`config.mk`:
```
export PLATFORM = sky130hd
export DESIGN_NAME = idr_rmw
export DESIGN_NICKNAME = d
export VERILOG_FILES = /design/src/assert_macros.svh /design/src/idr_pkg.sv /design/src/idr_rmw.sv
export SDC_FILE = /design/constraint.sdc
export NUM_CORES = 1
export LEC_CHECK = 0
export BUFFER_PORTS_ARGS = -buffer_cell sky130_fd_sc_hd__clkbuf_2
export CORE_MARGIN = 2
export CORE_UTILIZATION = 30
export CTS_CLUSTER_SIZE = 14
export DETAILED_ROUTE_END_ITERATION = 10
export PLACE_DENSITY = 0.55
export SYNTH_ARGS = -nofsm -noshare
export SYNTH_HDL_FRONTEND = slang
export SYNTH_SLANG_ARGS = --single-unit
```
`constraint.sdc`:
```
create_clock -name clk_i -period 3.5 [get_ports clk_i]
set_input_delay 0.35 -clock clk_i [delete_from_list [all_inputs] [get_ports clk_i]]
set_output_delay 0.35 -clock clk_i [all_outputs]
set_load 0.005 [all_outputs]
```
`src/assert_macros.svh`:
```
// assertion helpers for the interrupt distributor register bank
// expects clk_i and rst_ni in the scope of the use
`ifndef ASSERT_MACROS_SVH
`define ASSERT_MACROS_SVH

// same-cycle implication
`define IDR_ASSERT_IMP(lbl, ante, cons) \
  lbl: assert property (@(posedge clk_i) disable iff (!rst_ni) (ante) |-> (cons)) \
    else $error("same-cycle check failed");

// next-cycle implication
`define IDR_ASSERT_NXT(lbl, ante, cons) \
  lbl: assert property (@(posedge clk_i) disable iff (!rst_ni) (ante) |=> (cons)) \
    else $error("next-cycle check failed");

`endif

```
`src/idr_pkg.sv`:
```
// shared types and constants of the interrupt distributor register bank
// no dependencies
package idr_pkg;

  localparam int NUM_VCPU_DEF  = 8;
  localparam int MAX_INTID_DEF = 1024;
  localparam int ADDR_W        = 13;
  localparam int WORD_W        = 32;

  typedef enum logic [3:0] {
    CMD_GRP_RD  = 4'd0,
    CMD_GRP_WR  = 4'd1,
    CMD_EN_RD   = 4'd2,
    CMD_SET_EN  = 4'd3,
    CMD_CLR_EN  = 4'd4,
    CMD_PRIO_RD = 4'd5,
    CMD_PRIO_WR = 4'd6,
    CMD_CFG_RD  = 4'd7,
    CMD_CFG_WR  = 4'd8
  } idr_cmd_e;

  typedef enum logic [1:0] {
    ACT_NONE    = 2'd0,
    ACT_ENABLE  = 2'd1,
    ACT_DISABLE = 2'd2
  } idr_act_e;

  typedef enum logic [1:0] {
    ST_CLEAR,
    ST_IDLE,
    ST_RUN,
    ST_DONE
  } idr_state_e;

  typedef struct packed {
    logic       trig_edge;
    logic [7:0] prio;
    logic       en;
    logic       grp;
  } idr_rec_t;

  // SGIs come out of reset enabled and edge triggered
  localparam idr_rec_t REC_SGI_RST = '{trig_edge: 1'b1, prio: 8'h00, en: 1'b1, grp: 1'b0};
  localparam idr_rec_t REC_ZERO    = '0;

  // one record on its way through the modify stage
  typedef struct packed {
    logic              start;
    logic              vld;
    logic [4:0]        idx;
    idr_cmd_e          cmd;
    logic [WORD_W-1:0] wdat;
  } idr_stage_t;

  typedef struct packed {
    logic              re;
    logic [ADDR_W-1:0] raddr;
    logic              bank_sel;
    logic              bank_we;
    logic              shr_we;
    logic [ADDR_W-1:0] waddr;
    idr_rec_t          bank_wdata;
    idr_rec_t          shr_wdata;
  } idr_ctrl_t;

  typedef struct packed {
    logic       load;
    logic       oor;
    logic [9:0] base;
    idr_cmd_e   cmd;
  } idr_res_t;

endpackage

```
`src/idr_rmw.sv`:
```
// modify stage: updates one record and packs read data and the enable change mask
// depends on idr_pkg
module idr_rmw (
  input  logic                clk_i,
  input  idr_pkg::idr_stage_t stage_i,
  input  idr_pkg::idr_rec_t   rec_i,
  output idr_pkg::idr_rec_t   rec_o,
  output logic [31:0]         rd_o,
  output logic [31:0]         mask_o
);

  logic [31:0] rd_d, rd_q;
  logic [31:0] mask_d, mask_q;
  logic        bit_sel;
  logic [4:0]  idx;

  always_comb begin
    idx     = stage_i.idx;
    bit_sel = stage_i.wdat[idx];
    rec_o   = rec_i;
    rd_d    = rd_q;
    mask_d  = mask_q;
    if (stage_i.vld) begin
      case (stage_i.cmd)
        idr_pkg::CMD_GRP_RD: begin
          rd_d[idx] = rec_i.grp;
        end
        idr_pkg::CMD_GRP_WR: begin
          rec_o.grp = bit_sel;
        end
        idr_pkg::CMD_EN_RD: begin
          rd_d[idx] = rec_i.en;
        end
        idr_pkg::CMD_SET_EN: begin
          if (bit_sel && !rec_i.en) begin
            rec_o.en    = 1'b1;
            mask_d[idx] = 1'b1;
          end
        end
        idr_pkg::CMD_CLR_EN: begin
          if (bit_sel && rec_i.en) begin
            rec_o.en    = 1'b0;
            mask_d[idx] = 1'b1;
          end
        end
        idr_pkg::CMD_PRIO_RD: begin
          rd_d[{idx[1:0], 3'b000} +: 8] = rec_i.prio;
        end
        idr_pkg::CMD_PRIO_WR: begin
          rec_o.prio = stage_i.wdat[{idx[1:0], 3'b000} +: 8];
        end
        idr_pkg::CMD_CFG_RD: begin
          rd_d[{idx[3:0], 1'b1}] = rec_i.trig_edge;
        end
        idr_pkg::CMD_CFG_WR: begin
          // only the upper bit of each pair counts
          rec_o.trig_edge = stage_i.wdat[{idx[3:0], 1'b1}];
        end
        default: begin
        end
      endcase
    end
    if (stage_i.start) begin
      rd_d   = '0;
      mask_d = '0;
    end
  end

  always_ff @(posedge clk_i) begin
    rd_q   <= rd_d;
    mask_q <= mask_d;
  end

  assign rd_o   = rd_q;
  assign mask_o = mask_q;

endmodule

```
==> impl_results.md <==
* Layout Utilization at 0.375
* CTS tree: yes
* Starting Density at 0.306
* MaxCap Viol Count at 0
* Wire length on met1 at 8620 µm
* FMAX at 366 MHz
* Final WS setup at 0.765 ns
* Antenna Nets Post-Route at 0
* Worst Hold Class: reg2reg
* Slew Limit Fails at 0
* Hold WS at 0.469 ns
* Placed insts at 961
* DRT iter0 DRCs at 571
* Worst VDD drop at 0.000252 V
* Distinct cells, synth at 68
* Clk sinks at 64
* Top cells by area, synth: dfxtp_1 (25%), mux4_1 (7.8%), a21oi_1 (7.2%)
* Clock power frac at 0.454
* CP max FO at 17
* Clock Tree Buf Depth at 2
* Min Tclk post-route at 2.73 ns
* Initial antenna violation count at 0
* Critical Path AT at 2.38 ns
* Yosys top cell area share at 0.252
* Final instance area at 6220 µm²
* Most used DFF post-synth: dfxtp_1
* Leading area contributor after synthesis: dfxtp_1
* Post CTS Setup Buffer Count at 0
* Yosys reg bits at 64
* Relative max-transition margin at 0.267
* First-pass GRT wire length at 31800 µm
* Yosys warnings at 0
* RD Place Congestion at 0.928
* P per Cell Area at 347 nW/µm²
* Final Power at 2.16 mW
* Ys async rst share at 0
* Core area at 16600 µm²
* Mapped cell area at 5080 µm²
* Run status: complete, no violations
* WL met2 at 9570 µm
* Hold Violations, Final at 0
* Drt pass-1 iters at 5
* Residual DRC at 0
* Die X at 134 µm
* Total number of vias at 5674
* Syn_nets at 708
* Num rows at 47
* TNS Setup at 0 ns
* Sw Ratio at 0.295
* Crit Path Category: in2out
* Worst-margin pin slew at 1.10 ns
* Data required time at the worst endpoint at 3.15 ns
* Share of cells above drive strength 1 at 0.264
* Combinational fraction of design power at 0.199
* Sequential Power Share at 0.347
* Post-synth EDFFs at 0
* Clock skew at 0 ns
* Placed inst area at 5900 µm²
* CP Launch Type: primary input
* Hold_buf cts at 0
* Final period utilization at 0.781
* Root buffer cell: clkbuf_16
* Final #Nets at 814
* Setup violations, final at 0
* # H-tree levels at 3
* Synth Instances at 646
* PortBufs at 129
* WL final at 20100 µm
* Detailed placer's ending HPWL at 14500 µm
* Fillcell total at 1788
* Fin cells at 977
* Die area at 18000 µm²
* Largest net degree at the start of global routing at 48
* RSZ-0062 raised after global routing: false
* Switching Power at 0.636 mW
* Total internal power at 1.52 mW
* Total CTS buffers at 9
* CTS resizes at 0
* # diodes at 0
* Clock latency on the worst-skew pair at 0.33 ns
* Top sig layer: met4
* Vias in the first global route at 5568
* Mean Syn Cell Area at 7.86 µm²
* Vias per inst at 5.81
* Static Leak at 2.55 nW
* I/O pin count at 130
* WL met3 at 1470 µm
* Routed len/inst at 20.6 µm
* Worst-path clk slew at 0.05 ns
* Grt ovf at 0
* Place WS at 0.727 ns
* CP endpoint kind: primary output
* Tot GR Track Use at 0.225
* Area growth syn-to-layout at 22.5%
* Die height at 134 µm
* Post-synthesis sequential area ratio at 0.252
[area by class of cell]
class	instances	area, µm²	share of cell area
clock inverter	7	96.3	0.0155
tap	220	275	0.0442
clock buffer	9	225	0.0362
multi-input combinational	514	3480	0.559
inverter	9	33.8	0.00543
timing repair buffer	154	833	0.134
sequential	64	1280	0.206
[worst paths after layout]
| check | from | end | slack [ns] | cells past startpoint |
|---|---|---|---|---|
| hold / removal | mask_o[30] | mask_o[30] | 0.47 | 2 |
| setup / recovery | stage_i[36] | rec_o[1] | 0.77 | 8 |
| setup reg to reg | register | register | 2.11 | 5 |
| hold reg to reg | mask_o[30] | mask_o[30] | 0.47 | 2 |
[power groups by stage]
stage          Combinational (mW)  Sequential, mW  Clock (mW)
4_1_cts                     0.423           0.749       0.990
6_report                    0.430           0.749       0.980
3_5_place_dp                0.422           0.765           0
5_1_grt                     0.465           0.750        1.02
3_3_place_gp                0.423           0.764           0
2_1_floorplan               0.268           0.762           0
[per-layer routing]
layer  up-vias  global-route usage
li1       2648                   -
met1      2728               0.303
met2       264               0.372
met3        34              0.0378
met4         0              0.0673
met5         -                   0
[cells by family after synthesis]
logic type                 share of synthesized area
muxes                                          0.155
xor gates and xnor gates                     0.00172
AOI/OAI and AO/OA                              0.282
DFF                                            0.252
adders and majority gates                     0.0172
and+or+nand+nor                                0.228
buffers and inverters                         0.0633
[cell usage in the layout (no fill, tap or decap), types with 10 or more instances in the layout]
| cell type | n |
|---|---|
| nor2_1 | 88 |
| a21oi_1 | 73 |
| nor3_1 | 19 |
| buf_4 | 25 |
| mux4_1 | 15 |
| nand2_1 | 63 |
| nand2b_1 | 11 |
| clkbuf_2 | 129 |
| mux2i_1 | 14 |
| nand3_1 | 10 |
| o21ai_0 | 38 |
| dfxtp_1 | 64 |
| mux2_2 | 17 |
| a22oi_1 | 11 |
| a41oi_1 | 16 |
[synth_stat cells, types with 8 or more instances]
master    number
o31ai_1        9
inv_1          9
mux2_2        17
a22oi_1       11
nor2b_1        9
nor2_1        88
clkbuf_1      34
nand2_1       63
buf_2         18
o22ai_1        9
mux4_1        15
mux2i_1       14
dfxtp_1       64
nand2b_1      11
nand3_1       10
nor3_1        19
a21oi_1       73
and2_1         8
o21ai_0       38
a41oi_1       16
[worst max-delay path, stage by stage]
cell and delay (ns):
clkbuf_2 0.36, buf_4 0.26, mux4_1 0.29, o22ai_1 0.19, o21ai_0 0.10, o22a_1 0.30, a221oi_2 0.33, clkbuf_2 0.19
Note: power is estimated with default switching activity, not from simulation.
