File: config.mk
export PLATFORM = sky130hd
export DESIGN_NAME = idr_ram
export DESIGN_NICKNAME = d
export VERILOG_FILES = /design/src/assert_macros.svh /design/src/idr_pkg.sv /design/src/idr_ram.sv
export SDC_FILE = /design/constraint.sdc
export NUM_CORES = 2
export LEC_CHECK = 0
export BUFFER_PORTS_ARGS = -buffer_cell sky130_fd_sc_hd__buf_2
export CAP_MARGIN = 25
export CORE_AREA = 3 3 588 590
export DETAILED_ROUTE_END_ITERATION = 10
export DIE_AREA = 0 0 591 593
export PLACE_DENSITY = 0.51
export SETUP_SLACK_MARGIN = 0.2
export SYNTH_ARGS = -nofsm -noshare
export SYNTH_HDL_FRONTEND = slang
export SYNTH_SLANG_ARGS = --single-unit
File: constraint.sdc
create_clock -name clk_i -period 6.8 [get_ports clk_i]
set_input_delay 1.36 -clock clk_i [delete_from_list [all_inputs] [get_ports clk_i]]
set_output_delay 1.36 -clock clk_i [all_outputs]
set_load 0.005 [all_outputs]
File: src/assert_macros.svh
// assertion helpers for the interrupt distributor register bank
// expects clk_i and rst_ni in the scope of the use
`ifndef ASSERT_MACROS_SVH
`define ASSERT_MACROS_SVH

// same-cycle implication
`define IDR_ASSERT_IMP(lbl, ante, cons) \
  lbl: assert property (@(posedge clk_i) disable iff (!rst_ni) (ante) |-> (cons)) \
    else $error("same-cycle check failed");

// next-cycle implication
`define IDR_ASSERT_NXT(lbl, ante, cons) \
  lbl: assert property (@(posedge clk_i) disable iff (!rst_ni) (ante) |=> (cons)) \
    else $error("next-cycle check failed");

`endif

File: src/idr_pkg.sv
// shared types and constants of the interrupt distributor register bank
// no dependencies
package idr_pkg;

  localparam int NUM_VCPU_DEF  = 8;
  localparam int MAX_INTID_DEF = 1024;
  localparam int ADDR_W        = 13;
  localparam int WORD_W        = 32;

  typedef enum logic [3:0] {
    CMD_GRP_RD  = 4'd0,
    CMD_GRP_WR  = 4'd1,
    CMD_EN_RD   = 4'd2,
    CMD_SET_EN  = 4'd3,
    CMD_CLR_EN  = 4'd4,
    CMD_PRIO_RD = 4'd5,
    CMD_PRIO_WR = 4'd6,
    CMD_CFG_RD  = 4'd7,
    CMD_CFG_WR  = 4'd8
  } idr_cmd_e;

  typedef enum logic [1:0] {
    ACT_NONE    = 2'd0,
    ACT_ENABLE  = 2'd1,
    ACT_DISABLE = 2'd2
  } idr_act_e;

  typedef enum logic [1:0] {
    ST_CLEAR,
    ST_IDLE,
    ST_RUN,
    ST_DONE
  } idr_state_e;

  typedef struct packed {
    logic       trig_edge;
    logic [7:0] prio;
    logic       en;
    logic       grp;
  } idr_rec_t;

  // SGIs come out of reset enabled and edge triggered
  localparam idr_rec_t REC_SGI_RST = '{trig_edge: 1'b1, prio: 8'h00, en: 1'b1, grp: 1'b0};
  localparam idr_rec_t REC_ZERO    = '0;

  // one record on its way through the modify stage
  typedef struct packed {
    logic              start;
    logic              vld;
    logic [4:0]        idx;
    idr_cmd_e          cmd;
    logic [WORD_W-1:0] wdat;
  } idr_stage_t;

  typedef struct packed {
    logic              re;
    logic [ADDR_W-1:0] raddr;
    logic              bank_sel;
    logic              bank_we;
    logic              shr_we;
    logic [ADDR_W-1:0] waddr;
    idr_rec_t          bank_wdata;
    idr_rec_t          shr_wdata;
  } idr_ctrl_t;

  typedef struct packed {
    logic       load;
    logic       oor;
    logic [9:0] base;
    idr_cmd_e   cmd;
  } idr_res_t;

endpackage

File: src/idr_ram.sv
// single-port-write, registered-read record memory
// depends on idr_pkg
module idr_ram #(
  parameter int DEPTH = 256,
  parameter int AW    = $clog2(DEPTH)
) (
  input  logic              clk_i,
  input  logic              we_i,
  input  logic [AW-1:0]     waddr_i,
  input  idr_pkg::idr_rec_t wdata_i,
  input  logic              re_i,
  input  logic [AW-1:0]     raddr_i,
  output idr_pkg::idr_rec_t rdata_o
);

  idr_pkg::idr_rec_t mem [DEPTH];
  idr_pkg::idr_rec_t rdata_q;

  always_ff @(posedge clk_i) begin
    if (we_i) begin
      mem[waddr_i] <= wdata_i;
    end
  end

  always_ff @(posedge clk_i) begin
    if (re_i) begin
      rdata_q <= mem[raddr_i];
    end
  end

  assign rdata_o = rdata_q;

endmodule

==> summary.txt <==
PwrDens: 294.0 nW/um^2
GPL Wtd Cong: 0.8183
Final hold vios: 0
Drt drc: 0
Post-synth EDFFs: 2,827
Ys flop type: edfxtp_1
CTS Buffer Depth: 4
Final setup vio count: 0
DRT Pass-1 Iters: 7
Max Cap Viol: 0
Sequential share of power: 51.8%
Max Slew Vio Count: 0
Reg2reg setup slack: 3650 ps
Worst path slowest cell: a2111oi_1
Via count: 54,030
Initial antenna violation count: 21
Core Region: 340,300 um^2
Clock Pin Slew Worst Setup and Hold Paths: 60 ps
H-tree depth: 5
Synth area leaders: edfxtp_1 78%, mux4_2 13%, mux2i_1 2.1%
Post-Route WL: 310,000 um
Final period util: 65.47%
RSZ-0062 raised after global routing: false
Largest net degree at the start of global routing: 173
Post-cts sizing count: 0
Worst setup path endpoint: rdata_o[10]
Area leader, netlist: edfxtp_1
Setup Fix Bufs, Post-CTS: 0
CP arrival: 5020 ps
NetSw: 0.007945 W
WL/cell: 30.40 um
Worst-margin pin slew: 1393 ps
Die ar.: 350,500 um^2
Layout Skew: 51.64 ps
Slew headroom: 7.118%
Critical path's largest stage delay: 840 ps
Clk root buf: clkbuf_16
Clock insertion delay at the later pin of the skew report: 880 ps
Drt via density: 5.297
Starting Density: 31.98%
Total number of yosys warnings: 0
Violation count after the first detailed-route iteration: 6,066
Worst min path class: input port to register
Power share of the combinational group: 4.9%
Reg-to-reg endpoint: rdata_o[9]
Post-synthesis register bit count: 2,827
GRT Total Usage: 17.43%
# hold bufs at CTS: 0
Worst setup path startpoint: raddr_i[1]
DRT antenna net count: 0
Reg-to-Reg Start: mem[71][9]
Crit Path Class: input port to register
Die Height: 593 um
Critical Path Source Type: input port
Cells after Synth: 4,999
Layout cells sized above 1: 26.48%
F_max: 224.6 MHz
Hpwl dp: 192,500 um
CTS tree: yes
Clock sink count: 2,827
Post-layout min period: 4452 ps
CP Capture Type: register
Ys async rst share: 0%
Post-Syn Area: 108,800 um^2
Vias in the first global route: 54,230
Final nets: 5,465
First-pass GRT wire length: 435,300 um
Sw frac: 21.39%
Total gr overflow: 0
Leakage: 39.28 nW
CTS Buf Count: 300
Die X: 591 um
FF/Latch Area: 84,890 um^2
Worst endpoint required time: 7370 ps
Top cell type's share of synthesized area: 78.01%
Critical path fanouts, max: 57
Reg2Reg Depth: 6
Placement row count: 214
VDD IR max: 157.8 uV
I/O Buffers: 40
Number of I/O pins: 41
Synth Area per Inst: 21.77 um^2
Worst-path cell chain: buf_8 > buf_4 > or3b_2 > buf_4 > o22ai_1 > a2111oi_0 > buf_4 > a21oi_1 > a2111oi_1 > nor4_1
Synth unique cells: 57
Seq/Total Area, Yosys: 78.01%
Syn nets: 5,029
Fillers: 30,790
Setup TNS: 0 ps
Layout area overhead: 16.09%
Status: complete, no violations
Most used cell along the critical path: buf_4
Clock power share: 43.2%
Multi-input gate area: 22,200 um^2
Post-DP Area: 116,700 um^2
Post-route cell area: 126,300 um^2
Int Pwr: 0.02920 W
-- sequential cells by signal (all words and copies together), names as in the netlist --
name / count
rdata_o: 11
mem: 2816
-- area by class of cell --
class	instances	share of cell area (%)
Inverter	5	0.01486
Timing Repair Buffer	437	3.213
Sequential cell	2827	67.20
Clock buffer	356	6.227
Clock inverter	165	1.265
Tap cell	4536	4.492
Antenna cell	9	0.01783
Multi-Input combinational cell	1864	17.57
-- synthesized netlist by cell type, types with 3 or more instances --
| cell | instances |
|---|---|
| a2111oi_0 | 6 |
| a2111oi_1 | 3 |
| a2111oi_2 | 5 |
| a211oi_1 | 22 |
| a21boi_0 | 7 |
| a21oi_1 | 76 |
| a221o_1 | 6 |
| a221oi_1 | 31 |
| a22o_1 | 36 |
| a22oi_1 | 125 |
| a311oi_1 | 11 |
| a31oi_1 | 5 |
| a32oi_1 | 6 |
| and2_1 | 6 |
| and3_1 | 5 |
| and3b_1 | 3 |
| buf_1 | 22 |
| buf_2 | 53 |
| buf_4 | 30 |
| buf_6 | 53 |
| buf_8 | 5 |
| clkbuf_1 | 139 |
| edfxtp_1 | 2827 |
| inv_1 | 4 |
| mux2i_1 | 229 |
| mux4_2 | 614 |
| nand2_1 | 52 |
| nand2b_1 | 10 |
| nand3_1 | 40 |
| nand4_1 | 12 |
| nor2_1 | 291 |
| nor2b_1 | 17 |
| nor3_1 | 39 |
| nor4_1 | 18 |
| o2111ai_1 | 3 |
| o211ai_1 | 5 |
| o21ai_0 | 19 |
| o221ai_1 | 47 |
| o22ai_1 | 84 |
| or2_2 | 4 |
| or3_1 | 8 |
-- cells by family (layout without fill, tap and decap cells) --
logic type | Yosys count | count (layout) | share of synthesized area, %
DFF | 2827 | 2827 | 78.01
AOI/OAI and AO/OA | 503 | 503 | 3.375
buffers and inverters | 308 | 963 | 1.659
muxes | 845 | 845 | 14.83
and+or+nand+nor | 516 | 516 | 2.124
other | 0 | 9 | 0
-- power by group through the flow --
stage                     Clock [W]  Combinational [W]  Sequential (W)
final                        0.0161            0.00184          0.0192
after global routing         0.0171            0.00193          0.0192
after CTS                    0.0164            0.00186          0.0192
after detailed placement          0            0.00186          0.0196
after global placement            0            0.00184          0.0196
after floorplan                   0           0.000915          0.0196
-- worst max-delay path, delay by kind of cell --
family          cells  cell delay, ps
buf+inv             4            1470
compound gates      4            1590
simple gates        2             460
-- metal layers --
metal  up-vias  routed length [um]  track usage, %
met3       402               21750           2.943
met1     29420              131600           24.61
met2      2118              148400           28.01
met4         2                8235           4.546
li1      22080                   -               -
met5         -                  20               0
-- through the flow --
step	setup slack [ps]	power (W)	utilization, %	cells	hold slack, ps
2_1_floorplan	3220	0.02051	-	4999	944.6
3_3_place_gp	1072	0.02145	33.85	9504	1169
3_5_place_dp	1401	0.02148	34.28	9650	1191
4_1_cts	2325	0.03750	37.06	10170	936.9
5_1_grt	2248	0.03825	37.12	10190	948.4
6_report	2348	0.03715	37.12	10200	950.8
-- cells in the final DEF (no fill, tap or decap), types with 11 or more instances in the layout --
cell type	n
o21ai_0	19
nand4_1	12
nor2_1	284
buf_8	14
nand2_1	52
edfxtp_1	2827
mux4_2	614
o221ai_1	47
a221oi_1	31
a21oi_1	76
a22oi_1	125
o22ai_1	84
clkinv_2	54
buf_2	28
clkbuf_1	49
a311oi_1	11
nor3_1	39
nor4_1	18
buf_6	96
buf_12	29
mux2i_1	229
clkbuf_16	307
nor2b_1	13
bufinv_16	30
a22o_1	36
a211oi_1	20
buf_4	269
nand3_1	40
clkinv_1	61
-- how the worst min path moves through the flow --
stage,to,slack (ps),from,cells past startpoint
6_report,mem[219][10],950,wdata_i[10],1
5_1_grt,mem[219][10],950,wdata_i[10],1
4_1_cts,mem[219][10],940,wdata_i[10],1
3_5_place_dp,rdata_o[5],1190,mem[52][5],6
3_3_place_gp,rdata_o[4],1170,mem[61][4],6
2_1_floorplan,rdata_o[9],940,mem[140][9],5
(Power assumes the default switching activity.)
