`src/assert_macros.svh`:
```
// assertion helpers for the interrupt distributor register bank
// expects clk_i and rst_ni in the scope of the use
`ifndef ASSERT_MACROS_SVH
`define ASSERT_MACROS_SVH

// same-cycle implication
`define IDR_ASSERT_IMP(lbl, ante, cons) \
  lbl: assert property (@(posedge clk_i) disable iff (!rst_ni) (ante) |-> (cons)) \
    else $error("same-cycle check failed");

// next-cycle implication
`define IDR_ASSERT_NXT(lbl, ante, cons) \
  lbl: assert property (@(posedge clk_i) disable iff (!rst_ni) (ante) |=> (cons)) \
    else $error("next-cycle check failed");

`endif

```
`src/idr_pkg.sv`:
```
// shared types and constants of the interrupt distributor register bank
// no dependencies
package idr_pkg;

  localparam int NUM_VCPU_DEF  = 8;
  localparam int MAX_INTID_DEF = 1024;
  localparam int ADDR_W        = 13;
  localparam int WORD_W        = 32;

  typedef enum logic [3:0] {
    CMD_GRP_RD  = 4'd0,
    CMD_GRP_WR  = 4'd1,
    CMD_EN_RD   = 4'd2,
    CMD_SET_EN  = 4'd3,
    CMD_CLR_EN  = 4'd4,
    CMD_PRIO_RD = 4'd5,
    CMD_PRIO_WR = 4'd6,
    CMD_CFG_RD  = 4'd7,
    CMD_CFG_WR  = 4'd8
  } idr_cmd_e;

  typedef enum logic [1:0] {
    ACT_NONE    = 2'd0,
    ACT_ENABLE  = 2'd1,
    ACT_DISABLE = 2'd2
  } idr_act_e;

  typedef enum logic [1:0] {
    ST_CLEAR,
    ST_IDLE,
    ST_RUN,
    ST_DONE
  } idr_state_e;

  typedef struct packed {
    logic       trig_edge;
    logic [7:0] prio;
    logic       en;
    logic       grp;
  } idr_rec_t;

  // SGIs come out of reset enabled and edge triggered
  localparam idr_rec_t REC_SGI_RST = '{trig_edge: 1'b1, prio: 8'h00, en: 1'b1, grp: 1'b0};
  localparam idr_rec_t REC_ZERO    = '0;

  // one record on its way through the modify stage
  typedef struct packed {
    logic              start;
    logic              vld;
    logic [4:0]        idx;
    idr_cmd_e          cmd;
    logic [WORD_W-1:0] wdat;
  } idr_stage_t;

  typedef struct packed {
    logic              re;
    logic [ADDR_W-1:0] raddr;
    logic              bank_sel;
    logic              bank_we;
    logic              shr_we;
    logic [ADDR_W-1:0] waddr;
    idr_rec_t          bank_wdata;
    idr_rec_t          shr_wdata;
  } idr_ctrl_t;

  typedef struct packed {
    logic       load;
    logic       oor;
    logic [9:0] base;
    idr_cmd_e   cmd;
  } idr_res_t;

endpackage

```
`src/idr_seq.sv`:
```
// sequencer: reset clearing pass, word decode, record read issue and write-back
// depends on idr_pkg
module idr_seq #(
  parameter int NUM_VCPU  = idr_pkg::NUM_VCPU_DEF,
  parameter int MAX_INTID = idr_pkg::MAX_INTID_DEF
) (
  input  logic                clk_i,
  input  logic                rst_ni,
  input  logic                cfg_we_i,
  input  logic [9:0]          cfg_wdata_i,
  input  logic                in_valid_i,
  input  logic [3:0]          cmd_i,
  input  logic [2:0]          vcpu_i,
  input  logic [7:0]          offset_i,
  input  logic [31:0]         wdat_i,
  output logic                in_ready_o,
  input  logic                out_free_i,
  input  idr_pkg::idr_rec_t   rec_mod_i,
  output idr_pkg::idr_stage_t stage_o,
  output idr_pkg::idr_ctrl_t  ctrl_o,
  output idr_pkg::idr_res_t   res_o
);

  localparam int BANK_DEPTH   = NUM_VCPU * 32;
  localparam int SHARED_DEPTH = MAX_INTID - 32;
  localparam int CLR_LEN      = (BANK_DEPTH > SHARED_DEPTH) ? BANK_DEPTH : SHARED_DEPTH;
  localparam int CLR_W        = $clog2(CLR_LEN);
  localparam int AW           = idr_pkg::ADDR_W;

  localparam logic [4:0]       VCPU_LIM = 5'(NUM_VCPU);
  localparam logic [9:0]       SHR_LIM  = 10'(SHARED_DEPTH);
  localparam logic [CLR_W:0]   BANK_LIM = (CLR_W + 1)'(BANK_DEPTH);
  localparam logic [CLR_W:0]   SHR_END  = (CLR_W + 1)'(SHARED_DEPTH);
  localparam logic [CLR_W-1:0] CLR_LAST = CLR_W'(CLR_LEN - 1);
  localparam logic [5:0]       PER_PRIO = 6'd4;
  localparam logic [5:0]       PER_CFG  = 6'd16;
  localparam logic [5:0]       PER_BIT  = 6'd32;

  idr_pkg::idr_state_e st_d, st_q;
  logic [CLR_W-1:0]    clr_d, clr_q;
  logic [9:0]          nspis_q;
  logic [5:0]          iss_d, iss_q;
  logic                p1_vld_q;
  logic [4:0]          p1_idx_q;
  logic [AW-1:0]       p1_addr_q;

  idr_pkg::idr_cmd_e   cmd_q;
  logic [31:0]         data_q;
  logic [AW-1:0]       base_q;
  logic [AW-1:0]       addr0_q;
  logic                bank_sel_q;
  logic [5:0]          nvalid_q;
  logic                oor_q;

  // decode of the incoming word
  idr_pkg::idr_cmd_e   cmd_in;
  logic                known;
  logic [5:0]          per;
  logic [AW-1:0]       base_in;
  logic                banked;
  logic                vcpu_ok;
  logic [9:0]          nspis_sat;
  logic [AW-1:0]       limit;
  logic [AW-1:0]       avail;
  logic [5:0]          nvalid_in;
  logic                oor_in;
  logic [AW-1:0]       addr0_in;

  logic                accept;
  logic                clearing;
  logic                issue;
  logic                load;
  logic                is_wr;
  logic [AW-1:0]       raddr;

  always_comb begin
    cmd_in = idr_pkg::idr_cmd_e'(cmd_i);
    known  = (cmd_i <= idr_pkg::CMD_CFG_WR);
    case (cmd_in)
      idr_pkg::CMD_PRIO_RD, idr_pkg::CMD_PRIO_WR: begin
        per     = PER_PRIO;
        base_in = {3'b000, offset_i, 2'b00};
      end
      idr_pkg::CMD_CFG_RD, idr_pkg::CMD_CFG_WR: begin
        per     = PER_CFG;
        base_in = {1'b0, offset_i, 4'b0000};
      end
      default: begin
        per     = PER_BIT;
        base_in = {offset_i, 5'b00000};
      end
    endcase
    banked    = (base_in[AW-1:5] == '0);
    vcpu_ok   = ({2'b00, vcpu_i} < VCPU_LIM);
    nspis_sat = (nspis_q > SHR_LIM) ? SHR_LIM : nspis_q;
    limit     = AW'(32) + AW'(nspis_sat);
    avail     = limit - base_in;
    if (banked) begin
      nvalid_in = vcpu_ok ? per : 6'd0;
    end else if (base_in >= limit) begin
      nvalid_in = 6'd0;
    end else if (avail >= AW'(per)) begin
      nvalid_in = per;
    end else begin
      nvalid_in = avail[5:0];
    end
    oor_in   = (nvalid_in != per);
    addr0_in = banked ? ({5'b00000, vcpu_i, 5'b00000} + base_in) : (base_in - AW'(32));
    if (!known) begin
      nvalid_in = 6'd0;
      oor_in    = 1'b0;
      base_in   = '0;
    end
  end

  // next state
  always_comb begin
    st_d = st_q;
    case (st_q)
      idr_pkg::ST_CLEAR: begin
        if (clr_q == CLR_LAST) begin
          st_d = idr_pkg::ST_IDLE;
        end
      end
      idr_pkg::ST_IDLE: begin
        if (in_valid_i) begin
          st_d = idr_pkg::ST_RUN;
        end
      end
      idr_pkg::ST_RUN: begin
        if ((iss_q == nvalid_q) && !p1_vld_q) begin
          st_d = idr_pkg::ST_DONE;
        end
      end
      idr_pkg::ST_DONE: begin
        if (out_free_i) begin
          st_d = idr_pkg::ST_IDLE;
        end
      end
      default: begin
        st_d = idr_pkg::ST_IDLE;
      end
    endcase
  end

  // state outputs
  always_comb begin
    in_ready_o = 1'b0;
    clearing   = 1'b0;
    issue      = 1'b0;
    load       = 1'b0;
    case (st_q)
      idr_pkg::ST_CLEAR: clearing   = 1'b1;
      idr_pkg::ST_IDLE:  in_ready_o = 1'b1;
      idr_pkg::ST_RUN:   issue      = (iss_q != nvalid_q);
      idr_pkg::ST_DONE:  load       = out_free_i;
      default: begin
      end
    endcase
  end

  assign accept = in_valid_i && in_ready_o;
  assign clr_d  = clr_q + CLR_W'(1);
  assign iss_d  = accept ? 6'd0 : (issue ? iss_q + 6'd1 : iss_q);
  assign raddr  = addr0_q + AW'(iss_q);
  assign is_wr  = (cmd_q inside {idr_pkg::CMD_GRP_WR, idr_pkg::CMD_SET_EN, idr_pkg::CMD_CLR_EN,
                                 idr_pkg::CMD_PRIO_WR, idr_pkg::CMD_CFG_WR});

  always_ff @(posedge clk_i or negedge rst_ni) begin
    if (!rst_ni) begin
      st_q     <= idr_pkg::ST_CLEAR;
      clr_q    <= '0;
      nspis_q  <= '0;
      iss_q    <= '0;
      p1_vld_q <= 1'b0;
    end else begin
      st_q     <= st_d;
      iss_q    <= iss_d;
      p1_vld_q <= issue;
      if (clearing) begin
        clr_q <= clr_d;
      end
      if (cfg_we_i) begin
        nspis_q <= cfg_wdata_i;
      end
    end
  end

  always_ff @(posedge clk_i) begin
    if (accept) begin
      cmd_q      <= cmd_in;
      data_q     <= wdat_i;
      base_q     <= base_in;
      addr0_q    <= addr0_in;
      bank_sel_q <= banked;
      nvalid_q   <= nvalid_in;
      oor_q      <= oor_in;
    end
    if (issue) begin
      p1_idx_q  <= iss_q[4:0];
      p1_addr_q <= raddr;
    end
  end

  // read of record i+1 overlaps the write-back of record i, never the same entry
  always_comb begin
    ctrl_o.re       = issue;
    ctrl_o.raddr    = raddr;
    ctrl_o.bank_sel = bank_sel_q;
    if (clearing) begin
      ctrl_o.bank_we    = ({1'b0, clr_q} < BANK_LIM);
      ctrl_o.shr_we     = ({1'b0, clr_q} < SHR_END);
      ctrl_o.waddr      = AW'(clr_q);
      ctrl_o.bank_wdata = clr_q[4] ? idr_pkg::REC_ZERO : idr_pkg::REC_SGI_RST;
      ctrl_o.shr_wdata  = idr_pkg::REC_ZERO;
    end else begin
      ctrl_o.bank_we    = p1_vld_q && is_wr && bank_sel_q;
      ctrl_o.shr_we     = p1_vld_q && is_wr && !bank_sel_q;
      ctrl_o.waddr      = p1_addr_q;
      ctrl_o.bank_wdata = rec_mod_i;
      ctrl_o.shr_wdata  = rec_mod_i;
    end
  end

  always_comb begin
    stage_o.start = accept;
    stage_o.vld   = p1_vld_q;
    stage_o.idx   = p1_idx_q;
    stage_o.cmd   = cmd_q;
    stage_o.wdat  = data_q;
    res_o.load    = load;
    res_o.oor     = oor_q;
    res_o.base    = base_q[9:0];
    res_o.cmd     = cmd_q;
  end

endmodule

```
`config.mk`:
```
export PLATFORM = sky130hd
export DESIGN_NAME = idr_seq
export DESIGN_NICKNAME = d
export VERILOG_FILES = /design/src/assert_macros.svh /design/src/idr_pkg.sv /design/src/idr_seq.sv
export SDC_FILE = /design/constraint.sdc
export NUM_CORES = 1
export LEC_CHECK = 0
export BUFFER_PORTS_ARGS = -buffer_cell sky130_fd_sc_hd__buf_2
export CORE_MARGIN = 5
export CORE_UTILIZATION = 52
export CTS_CLUSTER_DIAMETER = 40
export DETAILED_ROUTE_END_ITERATION = 12
export HOLD_SLACK_MARGIN = 0.12
export PLACE_DENSITY_LB_ADDON = 0.3
export SYNTH_ARGS = -nofsm -noshare
export SYNTH_HDL_FRONTEND = slang
export SYNTH_SLANG_ARGS = --single-unit
```
`constraint.sdc`:
```
create_clock -name clk_i -period 4.7 [get_ports clk_i]
set_input_delay 0.94 -clock clk_i [delete_from_list [all_inputs] [get_ports clk_i]]
set_output_delay 0.94 -clock clk_i [all_outputs]
set_load 0.1 [all_outputs]
```
==> flow_summary.json, run 1 <==
{
  "status": "finished clean",
  "rsz0062_at_grt": "no",
  "grtUsageTotal_pct": 19.5,
  "cp-end-kind": "flip-flop",
  "syn_to_final_growth_pct": 19.8,
  "postCtsSetupBuffers": 0,
  "gp_congestion": 0.944,
  "drt-vias-per-instance": 5.40,
  "drc": 0,
  "cp-start-kind": "input pin",
  "cpPeakStageDelay_ns": 0.55,
  "crit_type": "in -> reg",
  "grt_max_degree": 70,
  "arrival_ns": 4.45,
  "regToRegSetupSlack_ns": 0.84,
  "powerDensity_mw_per_mm2": 668,
  "min_path_type": "reg -> reg",
  "core_mm2": 0.0116,
  "final-setup-viol-count": 0,
  "clk_path_buf_depth": 2,
  "portBuffers": 182,
  "met1Wirelength_um": 5810,
  "crit_chain": "buf_2 -> or4b_4 -> o21ai_2 -> a22o_1 -> inv_1 -> ha_1 -> xnor2_1 -> inv_1 -> ha_1 -> or3b_2 -> o221ai_1 -> a21oi_1 -> a211oi_2 -> and3_1 -> nand3_2 -> nor4b_1",
  "clockRootBuffer": "clkbuf_16",
  "cts_tree": "yes",
  "ys_ff_latch": 108,
  "reg2reg_depth": 16,
  "yosysWarningCount": 0,
  "initial_utilization_pct": 53.6,
  "max_slew_margin_pct": 39.0,
  "placed_area_mm2": 0.00711,
  "clk_pin_slew_worst_paths_ns": 0.07,
  "antenna_cells": 0,
  "max_freq_ghz": 0.232,
  "clk_latency_ns": 0.34,
  "synthCells": 539,
  "maxCapViolCount": 0,
  "dr_wl_met2_um": 7440,
  "worstMarginPinSlew_ns": 0.892,
  "maxSlewViolCount": 0,
  "ant_nets": 0,
  "endpoint": "nvalid_q[0]$_SDFFCE_PN0P_",
  "cts_sinks": 108,
  "wl_met3_um": 849,
  "fin_crit_ns": 4.32,
  "fin_area_mm2": 0.00742,
  "htree_levels": 3,
  "grt_pass1_wl_um": 22600,
  "grt_antenna_before_repair": 0,
  "dieArea_mm2": 0.0142,
  "critPathMaxFanout": 6,
  "synth_edf_count": 79,
  "dpl.hpwl_um": 11400,
  "slowest_stage": "or4b_4",
  "top_layer_used": "met4",
  "grt_pass1_vias": 4619,
  "gr-total-overflow": 0,
  "final_nets": 811,
  "reg2reg_to": "nvalid_q[0]$_SDFFCE_PN0P_",
  "synth_area_per_cell_um2": 11.5,
  "leakagePower_nw": 3.28,
  "dr.pass1.iters": 4,
  "synthArstFlopShare_pct": 26.9,
  "row_count": 39,
  "reg2reg_from": "nspis_q[6]$_DFFE_PN0P_",
  "ys.flop_type": "edfxtp_1",
  "period_share_pct": 91.8,
  "final_cell_mix": "182 x buf_2, 79 x edfxtp_1, 34 x nor2_1",
  "io_pins": 185,
  "dieWidth_um": 119,
  "critPathLaunch": "cmd_i[2]",
  "wl_um": 14300,
  "final_common_cell": "buf_2",
  "crit_required_ns": 4.84,
  "dr.first_iter.drc_count": 316,
  "layout-drive-gt1-share_pct": 36.2,
  "netlist_area_mm2": 0.00619,
  "cts_buffers": 9,
  "ir_worst_vdd_v": 0.000330,
  "clock_skew_ns": 0.00564,
  "vias": 4600,
  "fin_tns_setup_ns": 0,
  "post_drt_wl_per_cell_um": 16.8,
  "hold_violations": 0,
  "ys_seq_area_share_pct": 50.0,
  "holdBufCountCts": 0,
  "die_h_um": 119,
  "post_cts_resized": 0,
  "yosysUniqueCellTypes": 73,
  "fin_util_pct": 64.2
}
kinds of logic after synthesis:
group / after synthesis / synth area share, %
AO/OA/AOI/OAI: 95 / 10.9
XOR/XNOR: 43 / 6.08
adder cells (fa/ha/maj): 34 / 7.23
buffers and inverters: 76 / 6.67
flip-flops: 108 / 50.0
multiplexers: 30 / 5.27
other: 1 / 0.0605
AND/OR/NAND/NOR: 152 / 13.8
critical path: cells and delay by family:
kind	cells	cell delay (ns)
adders and majority gates	2	0.54
buffers and inverters	3	0.27
and+or+nand+nor	5	1.72
AOI/OAI and AO/OA	5	0.77
xor gates and xnor gates	1	0.20
sequential cells by signal (all words and copies together) (netlist names), 2 cells and up:
| name | cells |
|---|---|
| iss_q | 6 |
| clr_q | 10 |
| base_q | 8 |
| addr0_q | 11 |
| st_q | 2 |
| cmd_q | 4 |
| data_q | 32 |
| p1_addr_q | 11 |
| nspis_q | 10 |
| p1_idx_q | 5 |
| nvalid_q | 6 |
worst min-delay path by stage:
stage	start	endpoint	slack, ns	cells after the start
2_1_floorplan	nspis_q[3]$_DFFE_PN0P_	nspis_q[3]$_DFFE_PN0P_	0.47	1
5_1_grt	nspis_q[3]$_DFFE_PN0P_	nspis_q[3]$_DFFE_PN0P_	0.53	1
3_3_place_gp	nspis_q[3]$_DFFE_PN0P_	nspis_q[3]$_DFFE_PN0P_	0.49	1
3_5_place_dp	nspis_q[3]$_DFFE_PN0P_	nspis_q[3]$_DFFE_PN0P_	0.49	1
6_report	nspis_q[3]$_DFFE_PN0P_	nspis_q[3]$_DFFE_PN0P_	0.51	1
4_1_cts	nspis_q[3]$_DFFE_PN0P_	nspis_q[3]$_DFFE_PN0P_	0.51	1
cell type report:
cell class | instances | area [um^2]
Clock buffer | 11 | 264
Clock inverter | 5 | 41.3
Fill cell | 938 | 4150
Inverter | 32 | 123
Multi-Input combinational cell | 356 | 2690
Sequential cell | 108 | 3100
Tap cell | 143 | 179
Timing Repair Buffer | 197 | 1020
where the power goes:
part | switching (W) | internal [W] | leakage (nW)
Clock | 0.000333 | 0.000412 | 0.149
Combinational | 0.00233 | 0.000486 | 2.02
Sequential | 0.000115 | 0.00128 | 1.11
Total | 0.00278 | 0.00217 | 3.28
cell usage after synthesis, types with 10 or more instances:
library cell	count	share of area [%]
a21oi_1	29	2.3
buf_4	27	3.3
clkbuf_1	11	0.67
dfrtp_1	29	12
edfxtp_1	79	38
ha_1	31	6.3
inv_1	31	1.9
mux2_2	21	3.8
nand2_1	30	1.8
nand3_1	12	0.97
nand4_1	10	1.0
nor2_1	34	2.1
nor2b_1	18	1.8
o21ai_0	13	1.1
xnor2_1	33	4.7
xor2_1	10	1.4
metrics by stage:
| stage | hold WS (ns) | std cells | worst slack (ns) | power, W |
|---|---|---|---|---|
| after CTS | 0.508 | 852 | 0.364 | 0.00498 |
| after global placement | 0.486 | 836 | 0.166 | 0.00419 |
| final | 0.508 | 852 | 0.384 | 0.00495 |
| after floorplan | 0.472 | 540 | 0.146 | 0.00384 |
| after global routing | 0.525 | 852 | 0.120 | 0.00515 |
| after detailed placement | 0.491 | 836 | 0.0267 | 0.00424 |
layer usage:
| layer | global-route usage [%] | up-vias |
|---|---|---|
| li1 | - | 2249 |
| met1 | 23.5 | 2182 |
| met2 | 35.6 | 153 |
| met3 | 4.03 | 16 |
| met4 | 5.00 | 0 |
| met5 | 0 | - |
Power figures use the tool's default switching activity.
==> inputs of run 2 (changes only) <==
- RECOVER_POWER: default -> 50
- clock period: 4.7 -> 4.5 ns (I/O delays scaled with it)
==> run 2 against run 1 <==
Against the previous run:
- register-to-register slack lost 0.23 ns
- sequential share of layout area shrank 0.19 points
- utilization grew 0.29 points
- non-clock buffer count grew 10
- critical path depth is the same
- the run now ends with max-capacitance violations, max-slew violations left
- routed wire length grew 0.17%
- combinational power grew 4%
- final cell count grew 1.2%
- largest cell class unchanged
==> flow_summary.json, run 2 (synthesis gave the netlist of run 1 again) <==
{
  "maxSlewViolCount": 100,
  "slowest_stage": "or4b_4",
  "wl_um": 14300,
  "grt_pass1_wl_um": 22900,
  "clk_pin_slew_worst_paths_ns": 0.07,
  "dr.first_iter.drc_count": 258,
  "gp_congestion": 0.907,
  "regArea_mm2": 0.00310,
  "largest_reg_flops": 32,
  "status": "complete, but fails checks",
  "drc": 0,
  "final_cell_mix": "150 x buf_2, 79 x edfxtp_1, 37 x clkbuf_1",
  "regToRegSetupSlack_ns": 0.61,
  "final-setup-viol-count": 0,
  "clk_path_buf_depth": 2,
  "rsz0062_at_grt": "no",
  "n_fill_cell": 953,
  "post_drt_wl_per_cell_um": 16.6,
  "vias": 4660,
  "htree_levels": 3,
  "die_h_um": 119,
  "drt-vias-per-instance": 5.41,
  "dieWidth_um": 119,
  "grt_antenna_before_repair": 0,
  "violations": "max-capacitance violations, max-slew violations",
  "grtUsageTotal_pct": 19.9,
  "clk_latency_ns": 0.34,
  "final_nets": 821,
  "postCtsSetupBuffers": 0,
  "max_slew_margin_pct": -12.3,
  "cts_tree": "yes",
  "leakagePower_nw": 3.23,
  "final_cells": 862,
  "hold_end": "nspis_q[3]$_DFFE_PN0P_",
  "initial_utilization_pct": 53.6,
  "crit_type": "in -> reg",
  "max_freq_ghz": 0.236,
  "syn_to_final_growth_pct": 20.3,
  "clock_skew_ns": 0.0104,
  "post_cts_resized": 0,
  "holdBufCountCts": 0,
  "cts_sinks": 108,
  "ant_nets": 0,
  "whs_path_depth": 1,
  "arrival_ns": 4.39,
  "gr-total-overflow": 0,
  "powerDensity_mw_per_mm2": 695,
  "period_share_pct": 94.2,
  "total_power_w": 0.00518,
  "dp_cells": 846,
  "dieArea_mm2": 0.0142,
  "portBuffers": 182,
  "dr.pass1.iters": 4,
  "fin_crit_ns": 4.24,
  "cts_buffers": 9,
  "crit_required_ns": 4.65,
  "row_count": 39,
  "core_mm2": 0.0116,
  "regMostFlops": "data_q",
  "reg2reg_to": "nvalid_q[1]$_SDFFCE_PN0P_",
  "antenna_cells": 0,
  "final_common_cell": "buf_2",
  "reg2reg_depth": 16,
  "worstMarginPinSlew_ns": 1.68,
  "layout-drive-gt1-share_pct": 32.4,
  "min_path_type": "reg -> reg",
  "hold_violations": 0,
  "cp-end-kind": "flip-flop",
  "crit_chain": "buf_2 -> or4b_4 -> o21ai_2 -> a22o_1 -> inv_1 -> ha_1 -> xnor2_1 -> inv_1 -> ha_1 -> or3b_2 -> o221ai_1 -> a21oi_1 -> a211oi_2 -> and3_1 -> nand3_2 -> nor4b_1",
  "reg2reg_from": "nspis_q[6]$_DFFE_PN0P_",
  "ir_worst_vdd_v": 0.000338,
  "multi_input_area_mm2": 0.00271,
  "largest_registers": "data_q x32, addr0_q x11, p1_addr_q x11",
  "cp-start-kind": "input pin",
  "critPathMaxFanout": 6,
  "io_pins": 185,
  "grt_pass1_vias": 4706,
  "cpPeakStageDelay_ns": 0.55,
  "hold_start": "nspis_q[3]$_DFFE_PN0P_",
  "grt_max_degree": 70,
  "dpl.hpwl_um": 11400,
  "maxCapViolCount": 2,
  "clockRootBuffer": "clkbuf_16"
}
## run 2: worst max path at each step
| stage | startpoint | endpoint | slack (ns) |
|---|---|---|---|
| detailed placement | cmd_i[2] | nvalid_q[1]$_SDFFCE_PN0P_ | -0.03 |
| floorplan | cmd_i[0] | nvalid_q[2]$_SDFFCE_PN0P_ | 0.02 |
| global route | cmd_i[2] | nvalid_q[1]$_SDFFCE_PN0P_ | 0.01 |
| CTS | cmd_i[2] | nvalid_q[1]$_SDFFCE_PN0P_ | 0.31 |
| global placement | cmd_i[2] | nvalid_q[2]$_SDFFCE_PN0P_ | 0.06 |
| finish | cmd_i[2] | nvalid_q[1]$_SDFFCE_PN0P_ | 0.26 |
## run 2: critical path, delay by kind of cell
| kind | cells | cell delay [ns] |
|---|---|---|
| AOI/OAI and AO/OA | 5 | 0.77 |
| xor gates and xnor gates | 1 | 0.21 |
| buffers and inverters | 3 | 0.27 |
| adders and majority gates | 2 | 0.51 |
| and+or+nand+nor | 5 | 1.71 |
## run 2: where the power goes
group / switching [W] / leakage (nW) / internal, W
logic: 0.00244 / 1.97 / 0.000501
registers: 0.000119 / 1.11 / 0.00134
clock network: 0.000337 / 0.150 / 0.000443
total: 0.00289 / 3.23 / 0.00228
## run 2: cell type report
cell class | instances | area share [%]
sequential | 108 | 41.6
multi-input combinational | 356 | 36.3
timing repair buffer | 207 | 14.0
clock buffer | 14 | 3.83
tap | 143 | 2.40
inverter | 32 | 1.65
clock inverter | 2 | 0.218
## run 2: stage by stage
| step | worst slack, ns | setup TNS, ns | cell area (um^2) | util (%) | hold slack [ns] |
|---|---|---|---|---|---|
| 6_report | 0.259 | 0 | 7450 | 64.4 | 0.500 |
| 5_1_grt | 0.0143 | 0 | 7450 | 64.4 | 0.536 |
| 4_1_cts | 0.307 | 0 | 7490 | 64.8 | 0.509 |
| 3_5_place_dp | -0.0251 | -0.0713 | 7190 | 62.2 | 0.493 |
| 3_3_place_gp | 0.0622 | 0 | 7190 | 62.2 | 0.484 |
| 2_1_floorplan | 0.0215 | 0 | 6200 | - | 0.472 |
## run 2: metal layers
metal | vias to the layer above | wire length [um] | global-route usage [%]
met5 | - | 0 | 0
met4 | 0 | 255 | 6.81
li1 | 2262 | - | -
met3 | 19 | 814 | 4.03
met2 | 143 | 7500 | 35.2
met1 | 2236 | 5770 | 24.1
